[src/design/bbst_pkg.sv]
// Shared constants and types for the bounded byte set table.
package bbst_pkg;

	localparam int CAPACITY = 16;
	localparam int IDX_W    = (CAPACITY > 1) ? $clog2(CAPACITY) : 1;
	localparam int CNT_W    = $clog2(CAPACITY + 1);
	localparam int ACT_W    = 2;
	localparam int VAL_W    = 8;
	localparam int SIZE_W   = 5;

	typedef enum logic [ACT_W-1:0] {
		ACT_LOOKUP = 2'd0,
		ACT_ADD    = 2'd1,
		ACT_DELETE = 2'd2
	} action_t;

	typedef struct packed {
		logic load;
		logic match;
		logic apply;
	} ctrl_cmd_t;

endpackage

[src/design/bbst_if.sv]
// Request and response channel interfaces of the bounded byte set table.
interface bbst_req_if;
	logic                      valid;
	logic                      ready;
	logic [bbst_pkg::ACT_W-1:0] action;
	logic [bbst_pkg::VAL_W-1:0] value;

	modport source (output valid, output action, output value, input ready);
	modport sink (input valid, input action, input value, output ready);
endinterface

interface bbst_rsp_if;
	logic                       valid;
	logic                       ready;
	logic                       was_present;
	logic                       changed;
	logic [bbst_pkg::SIZE_W-1:0] size_after;

	modport source (output valid, output was_present, output changed, output size_after,
		input ready);
	modport sink (input valid, input was_present, input changed, input size_after,
		output ready);
endinterface

[src/design/bounded_byte_set_table_unit.sv]
// Top level of the bounded byte set table.
// Holds up to CAPACITY distinct byte values, packed in insertion order. Each request
// transaction (lookup, add, delete; code 3 behaves as lookup) yields one response
// transaction with prior presence, a changed flag and the count afterwards. A request
// passes through these steps from acceptance to response: it is registered, compared
// in parallel against all live entries, then appended or compacted while the
// response register is loaded. One request is in flight at a time; a new request is accepted
// while the previous response still waits, and only its final step waits for that
// response to be taken.
module bounded_byte_set_table_unit (
	input  logic clk,
	input  logic arst_n,
	bbst_req_if.sink   req,
	bbst_rsp_if.source rsp
);
	import bbst_pkg::*;

	ctrl_cmd_t cmd;

	bbst_ctrl u_ctrl (
		.clk       (clk),
		.arst_n    (arst_n),
		.in_valid  (req.valid),
		.in_ready  (req.ready),
		.out_valid (rsp.valid),
		.out_ready (rsp.ready),
		.cmd       (cmd)
	);

	bbst_dpath u_dpath (
		.clk         (clk),
		.arst_n      (arst_n),
		.cmd         (cmd),
		.in_action   (req.action),
		.in_value    (req.value),
		.was_present (rsp.was_present),
		.changed     (rsp.changed),
		.size_after  (rsp.size_after)
	);

endmodule

[src/design/bbst_ctrl.sv]
// Sequencing controller: accept, match, apply, response register handshake.
module bbst_ctrl (
	input  logic                clk,
	input  logic                arst_n,
	input  logic                in_valid,
	output logic                in_ready,
	output logic                out_valid,
	input  logic                out_ready,
	output bbst_pkg::ctrl_cmd_t cmd
);
	import bbst_pkg::*;

	typedef enum logic [1:0] {
		S_IDLE,
		S_MATCH,
		S_APPLY
	} state_t;

	state_t state_q;
	logic   out_valid_q;
	logic   out_free;

	assign out_free   = !out_valid_q || out_ready;
	assign in_ready   = (state_q == S_IDLE);
	assign out_valid  = out_valid_q;
	assign cmd.load   = in_valid && in_ready;
	assign cmd.match  = (state_q == S_MATCH);
	assign cmd.apply  = (state_q == S_APPLY) && out_free;

	always_ff @(posedge clk or negedge arst_n) begin
		if (!arst_n) begin
			state_q     <= S_IDLE;
			out_valid_q <= 1'b0;
		end else begin
			if (cmd.apply) begin
				out_valid_q <= 1'b1;
			end else if (out_valid_q && out_ready) begin
				out_valid_q <= 1'b0;
			end
			unique case (state_q)
				S_IDLE: begin
					if (in_valid) begin
						state_q <= S_MATCH;
					end
				end
				S_MATCH: begin
					state_q <= S_APPLY;
				end
				S_APPLY: begin
					if (out_free) begin
						state_q <= S_IDLE;
					end
				end
				default: begin
					state_q <= S_IDLE;
				end
			endcase
		end
	end

	a_load_to_match: assert property (@(posedge clk) disable iff (!arst_n)
		cmd.load |=> cmd.match)
		else $error("accepted transaction did not enter match");

	a_apply_sets_valid: assert property (@(posedge clk) disable iff (!arst_n)
		cmd.apply |=> out_valid_q)
		else $error("result not presented after apply");

	a_no_overwrite: assert property (@(posedge clk) disable iff (!arst_n)
		cmd.apply |-> !(out_valid_q && !out_ready))
		else $error("pending result overwritten");

endmodule

[src/design/bbst_dpath.sv]
// Datapath: element registers, parallel compare, append and compaction shift, result register.
module bbst_dpath (
	input  logic                       clk,
	input  logic                       arst_n,
	input  bbst_pkg::ctrl_cmd_t        cmd,
	input  logic [bbst_pkg::ACT_W-1:0] in_action,
	input  logic [bbst_pkg::VAL_W-1:0] in_value,
	output logic                       was_present,
	output logic                       changed,
	output logic [bbst_pkg::SIZE_W-1:0] size_after
);
	import bbst_pkg::*;

	logic [VAL_W-1:0]    store_q [CAPACITY];
	logic [CNT_W-1:0]    count_q;
	logic [ACT_W-1:0]    action_q;
	logic [VAL_W-1:0]    value_q;
	logic [CAPACITY-1:0] hit_c;
	logic [CAPACITY-1:0] hit_q;
	logic [CAPACITY-1:0] shift_c;
	logic [CAPACITY-1:0] shift_q;
	logic                present;
	logic                full;
	logic                do_add;
	logic                do_del;
	logic [CNT_W-1:0]    count_next;
	logic                was_present_q;
	logic                changed_q;
	logic [SIZE_W-1:0]   size_q;

	always_comb begin
		for (int i = 0; i < CAPACITY; i++) begin
			hit_c[i] = (CNT_W'(i) < count_q) && (store_q[i] == value_q);
		end
	end

	for (genvar g = 0; g < CAPACITY; g++) begin : g_shift
		assign shift_c[g] = |hit_c[g:0];
	end

	assign present = |hit_q;
	assign full    = (count_q == CNT_W'(CAPACITY));

	always_comb begin
		do_add = 1'b0;
		do_del = 1'b0;
		unique case (action_q)
			ACT_ADD:    do_add = !present && !full;
			ACT_DELETE: do_del = present;
			default:    ;
		endcase
	end

	always_comb begin
		priority if (do_add) begin
			count_next = count_q + CNT_W'(1);
		end else if (do_del) begin
			count_next = count_q - CNT_W'(1);
		end else begin
			count_next = count_q;
		end
	end

	always_ff @(posedge clk or negedge arst_n) begin
		if (!arst_n) begin
			count_q <= '0;
		end else if (cmd.apply) begin
			count_q <= count_next;
		end
	end

	always_ff @(posedge clk) begin
		if (cmd.load) begin
			action_q <= in_action;
			value_q  <= in_value;
		end
		if (cmd.match) begin
			hit_q   <= hit_c;
			shift_q <= shift_c;
		end
		if (cmd.apply) begin
			was_present_q <= present;
			changed_q     <= do_add || do_del;
			size_q        <= SIZE_W'(count_next);
			if (do_add) begin
				store_q[count_q[IDX_W-1:0]] <= value_q;
			end
			if (do_del) begin
				for (int i = 0; i < CAPACITY - 1; i++) begin
					if (shift_q[i]) begin
						store_q[i] <= store_q[i+1];
					end
				end
			end
		end
	end

	assign was_present = was_present_q;
	assign changed     = changed_q;
	assign size_after  = size_q;

	a_count_bound: assert property (@(posedge clk) disable iff (!arst_n)
		count_q <= CNT_W'(CAPACITY))
		else $error("element count beyond capacity");

	a_single_hit: assert property (@(posedge clk) disable iff (!arst_n)
		cmd.match |=> $onehot0(hit_q))
		else $error("value matched more than one entry");

	a_size_tracks_count: assert property (@(posedge clk) disable iff (!arst_n)
		cmd.apply |=> (size_q == SIZE_W'(count_q)))
		else $error("reported size differs from element count");

endmodule

[src/flat_wrapper.sv]
// flat-port wrapper written by rule: the top's interface ports become plain ports
module bounded_byte_set_table_unit_flat import bbst_pkg::*;
  (clk, arst_n, req_valid, req_action, req_value, req_ready, rsp_valid, rsp_was_present, rsp_changed, rsp_size_after, rsp_ready);
  bbst_req_if req_i ();
  bbst_rsp_if rsp_i ();
  input  logic clk;
  input  logic arst_n;
  input wire logic [$bits(req_i.valid)-1:0] req_valid;
  input wire logic [$bits(req_i.action)-1:0] req_action;
  input wire logic [$bits(req_i.value)-1:0] req_value;
  output wire logic [$bits(req_i.ready)-1:0] req_ready;
  output wire logic [$bits(rsp_i.valid)-1:0] rsp_valid;
  output wire logic [$bits(rsp_i.was_present)-1:0] rsp_was_present;
  output wire logic [$bits(rsp_i.changed)-1:0] rsp_changed;
  output wire logic [$bits(rsp_i.size_after)-1:0] rsp_size_after;
  input wire logic [$bits(rsp_i.ready)-1:0] rsp_ready;
  assign req_i.valid = req_valid;
  assign req_i.action = req_action;
  assign req_i.value = req_value;
  assign req_ready = req_i.ready;
  assign rsp_valid = rsp_i.valid;
  assign rsp_was_present = rsp_i.was_present;
  assign rsp_changed = rsp_i.changed;
  assign rsp_size_after = rsp_i.size_after;
  assign rsp_i.ready = rsp_ready;
  bounded_byte_set_table_unit u_core (.clk(clk), .arst_n(arst_n), .req(req_i), .rsp(rsp_i));
endmodule
[config.mk]
export PLATFORM = sky130hd
export DESIGN_NAME = bounded_byte_set_table_unit_flat
export DESIGN_NICKNAME = d
export VERILOG_FILES = /design/src/design/bbst_pkg.sv /design/src/design/bbst_if.sv /design/src/design/bounded_byte_set_table_unit.sv /design/src/design/bbst_ctrl.sv /design/src/design/bbst_dpath.sv /design/src/flat_wrapper.sv
export SDC_FILE = /design/constraint.sdc
export NUM_CORES = 1
export LEC_CHECK = 0
export CAP_MARGIN = 20
export CELL_PAD_IN_SITES_DETAIL_PLACEMENT = 1
export CELL_PAD_IN_SITES_GLOBAL_PLACEMENT = 1
export CORE_ASPECT_RATIO = 1.75
export CORE_MARGIN = 5
export CORE_UTILIZATION = 54
export CTS_BUF_LIST = sky130_fd_sc_hd__clkbuf_4 sky130_fd_sc_hd__clkbuf_8 sky130_fd_sc_hd__clkbuf_16
export DETAILED_ROUTE_END_ITERATION = 12
export DONT_BUFFER_PORTS = 1
export PLACE_DENSITY_LB_ADDON = 0.1
export SYNTH_ARGS = -nofsm -noshare
export SYNTH_HDL_FRONTEND = slang
export SYNTH_HIERARCHICAL = 1
export SYNTH_SLANG_ARGS = --single-unit
[constraint.sdc]
create_clock -name clk -period 3.46 [get_ports clk]
set_clock_uncertainty 0.2 [all_clocks]
set_input_delay 0.519 -clock clk [delete_from_list [all_inputs] [get_ports clk]]
set_output_delay 0.519 -clock clk [all_outputs]
set_load 0.01 [all_outputs]
==> impl_metrics.tcl <==
set metrics [dict create \
    cts_resized 0 \
    combPwrFrac_pct 20.9 \
    mostFrequentLayoutCells "edfxtp_1 (175), xnor2_1 (77), mux2_2 (74)" \
    holdBufCountCts 11 \
    outcome "finished clean" \
    ys_async_sr_fraction_pct 4.372 \
    ys_ff_latch 183 \
    place_area_sq_um 9998 \
    syn-num-nets 688 \
    area_delta_synth_final_pct 11.36 \
    grt_setup_unrepaired "false" \
    leakagePower_nw 3.933 \
    setup_tns_ns 0 \
    synth_edf_count 175 \
    grt_max_degree 32 \
    place_ws_ns 0.1584 \
    yosys_most_used_dff "edfxtp_1" \
    critPathKind "reg2reg" \
    ys_warn_count 6 \
    ir_worst_vdd_mv 0.4146 \
    slowest_stage "nor3_1" \
    crit_path_end_kind "register" \
    max_slew.worst_pin.slew_ns 0.9203 \
    die_area_sq_um 20690 \
    period_share_pct 95.18 \
    gp_congestion 0.8292 \
    ant_nets 0 \
    cp_cell_sequence "nor3_1, o21ai_0, nand3_1, nand4_1, nor4_4, nand4b_1" \
    arrival_ns 3.23 \
    crit_path_start_kind "register" \
    drive_above_1_share_pct 31.28 \
    synth_top_family_by_area "multiplexers" \
    p_switching_mw 1.833 \
    hold_ws_ns 0.03489 \
    cp_max_fo 8 \
    drv_cap 0 \
    cp_data_required_time_ns 3.40 \
    dp_hpwl_um 18110 \
    finalWorstSetupSlack_ns 0.1669 \
    min_path_type "in2reg" \
    die_h_um 186.5 \
    drt_iter0_markers 306 \
    die_x_um 110.9 \
    final_common_cell "edfxtp_1" \
    antenna_cells 0 \
    synthMuxAreaShare_pct 16.16 \
    power.density_nw_per_um2 576.2 \
    design_area_sq_um 10710 \
    final_nets 719 \
    h-tree-depth 4 \
    drc 0 \
    post_cts_buffers 0 \
    cp_slowest_stage_delay_ns 0.60 \
    cts_buffer_depth 2 \
    synth.largest_area_cell "edfxtp_1" \
    synth_xor_area_share_pct 12.38 \
    core_sq_um 17540 \
    seqPwrFrac_pct 47.1 \
    p_clk_share_pct 32.1 \
    initial_core_util_pct 54.84 \
    clk_pin_slew_worst_paths_ns 0.07 \
    p_int_mw 4.338 \
    wl_per_cell_um 26.12 \
    slew_headroom_pct 38.65 \
    finalCriticalPeriod_ns 3.293 \
    grt_pass1_wl_um 38040 \
    synth_cell_types 51 \
    cts_tree "done" \
    viasPerCell 5.879 \
    syn_avg_cell_area_sq_um 14.38 \
    syn-instance-count 669 \
    slew_violations 0 \
    rows 64 \
    dr.pass1.iters 4 \
    sw_frac_of_total_pct 29.70 \
    wirelength_um 24660 \
    hold_viol_final 0 \
    setup_violations 0 \
    cts_root_buffer "clkbuf_16" \
    portBuffers 0 \
    insertion_delay_ns 0.43 \
    synth.area.top_cells "edfxtp_1 (55%), mux2_2 (8.7%), mux2_4 (7.5%), xnor2_1 (7.0%), xor2_1 (5.4%)" \
    clock-sinks 183 \
    track_usage_pct 24.40 \
    power_mw 6.171 \
    max_freq_mhz 303.7 \
    yosysTopAreaCellShare_pct 54.64 \
    synth-compound-area-share_pct 2.368 \
    ys_seq_area_share_pct 56.72 \
    grt_pass1_vias 6307 \
    synth_fa_ha_area_share_pct 0.6504 \
    dr_total_vias 5550 \
    antenna_found_initial 0 \
    syn_area_sq_um 9618 \
    io_pins 23 \
    cts_made_buffers 17 \
    gr-total-overflow 0 \
    nFillCells 1584 \
    yosys.area_share.simple_pct 8.677 \
]
[power by group through the flow]
stage          Combinational (mW)  Sequential, mW  Clock (mW)
6_report                     1.29            2.91        1.98
5_1_grt                      1.37            2.92        2.13
4_1_cts                      1.29            2.91        2.02
3_5_place_dp                 1.26            2.95           0
3_3_place_gp                 1.21            2.94           0
2_1_floorplan               0.958            2.82           0
[through the flow]
stage	utilization [%]	cells
final	61.07	944
after global routing	61.07	944
after CTS	61.02	942
after detailed placement	57.01	899
after global placement	57.01	899
after floorplan	-	669
[logic make-up (layout without fill, tap and decap cells)]
logic type               after synthesis  after routing
XOR/XNOR                             136            136
flip-flops                           183            183
buffers and inverters                 58            102
AO/OA/AOI/OAI                         32             32
AND/OR/NAND/NOR                      133            133
adder cells (fa/ha/maj)                5              5
multiplexers                         122            122
[path summary, 6_finish.rpt]
path / startpoint / endpoint / slack, ns / cells after the start
hold / removal: req_valid / u_core/u_ctrl/state_q[0]$_DFFE_PN0P_ / 0.03 / 1
setup reg to reg: u_core/u_dpath/count_q[4]$_DFFE_PN0P_ / u_core/u_dpath/shift_q[12]$_DFFE_PP_ / 0.17 / 6
setup / recovery: u_core/u_dpath/count_q[4]$_DFFE_PN0P_ / u_core/u_dpath/shift_q[12]$_DFFE_PP_ / 0.17 / 6
hold reg to reg: u_core/u_ctrl/out_valid$_DFFE_PN0P_ / u_core/u_ctrl/out_valid$_DFFE_PN0P_ / 0.40 / 2
max in group asynchronous: arst_n / u_core/u_dpath/count_q[3]$_DFFE_PN0P_ / 2.36 / 1
min in group asynchronous: arst_n / u_core/u_ctrl/state_q[1]$_DFFE_PN0P_ / 0.32 / 1
[worst max-delay path: cells and delay by family, from the launching register on]
| kind | cells | cell delay, ns |
|---|---|---|
| DFF | 1 | 0.54 |
| and+or+nand+nor | 5 | 1.87 |
| AOI/OAI and AO/OA | 1 | 0.40 |
[synthesized netlist by cell type, drive strengths merged (2+ instances only)]
master / instances
ha: 5
nor2b: 3
nand4b: 2
a22o: 5
nand2: 36
and2: 3
nand4: 22
mux2: 122
or2: 2
a211oi: 2
nor3: 11
nand3: 9
xor2: 59
edfxtp: 175
dfrtp: 8
or4: 2
nand2b: 6
buf: 27
o21ai: 10
nor2: 16
nor4: 17
a21oi: 4
o211ai: 2
inv: 15
xnor2: 77
clkbuf: 16
[per-layer routing]
metal  vias up  global-route usage (%)  routed length [um]
li1       2498                       -                   -
met3        46                   3.825                 702
met5         -                       0                   0
met4         0                   12.09                1022
met1      2873                   26.01                8919
met2       133                   45.95               14020
[flip-flops by register name (all words and copies together), names as in the netlist]
name	flops
u_core/u_dpath/value_q	8
u_core/u_ctrl/state_q	2
u_core/u_dpath/store_q	128
u_core/u_dpath/shift_q	14
u_core/u_dpath/was_present	1
u_core/u_dpath/action_q	2
u_core/u_dpath/hit_q	16
u_core/u_dpath/count_q	5
u_core/u_ctrl/out_valid	1
u_core/u_dpath/size_after	5
u_core/u_dpath/changed	1
[area by class of cell]
type | instances | area (sq um) | area share (%)
repair buffers | 55 | 447.9 | 4.182
flip-flops and latches | 183 | 5455 | 50.93
multi-input cells | 428 | 3870 | 36.13
clock buffers | 17 | 425.4 | 3.972
inverters | 15 | 56.30 | 0.5257
well taps | 231 | 289.0 | 2.699
clock inverters | 15 | 166.4 | 1.554
No activity file was read; power rests on OpenSTA's default activity.
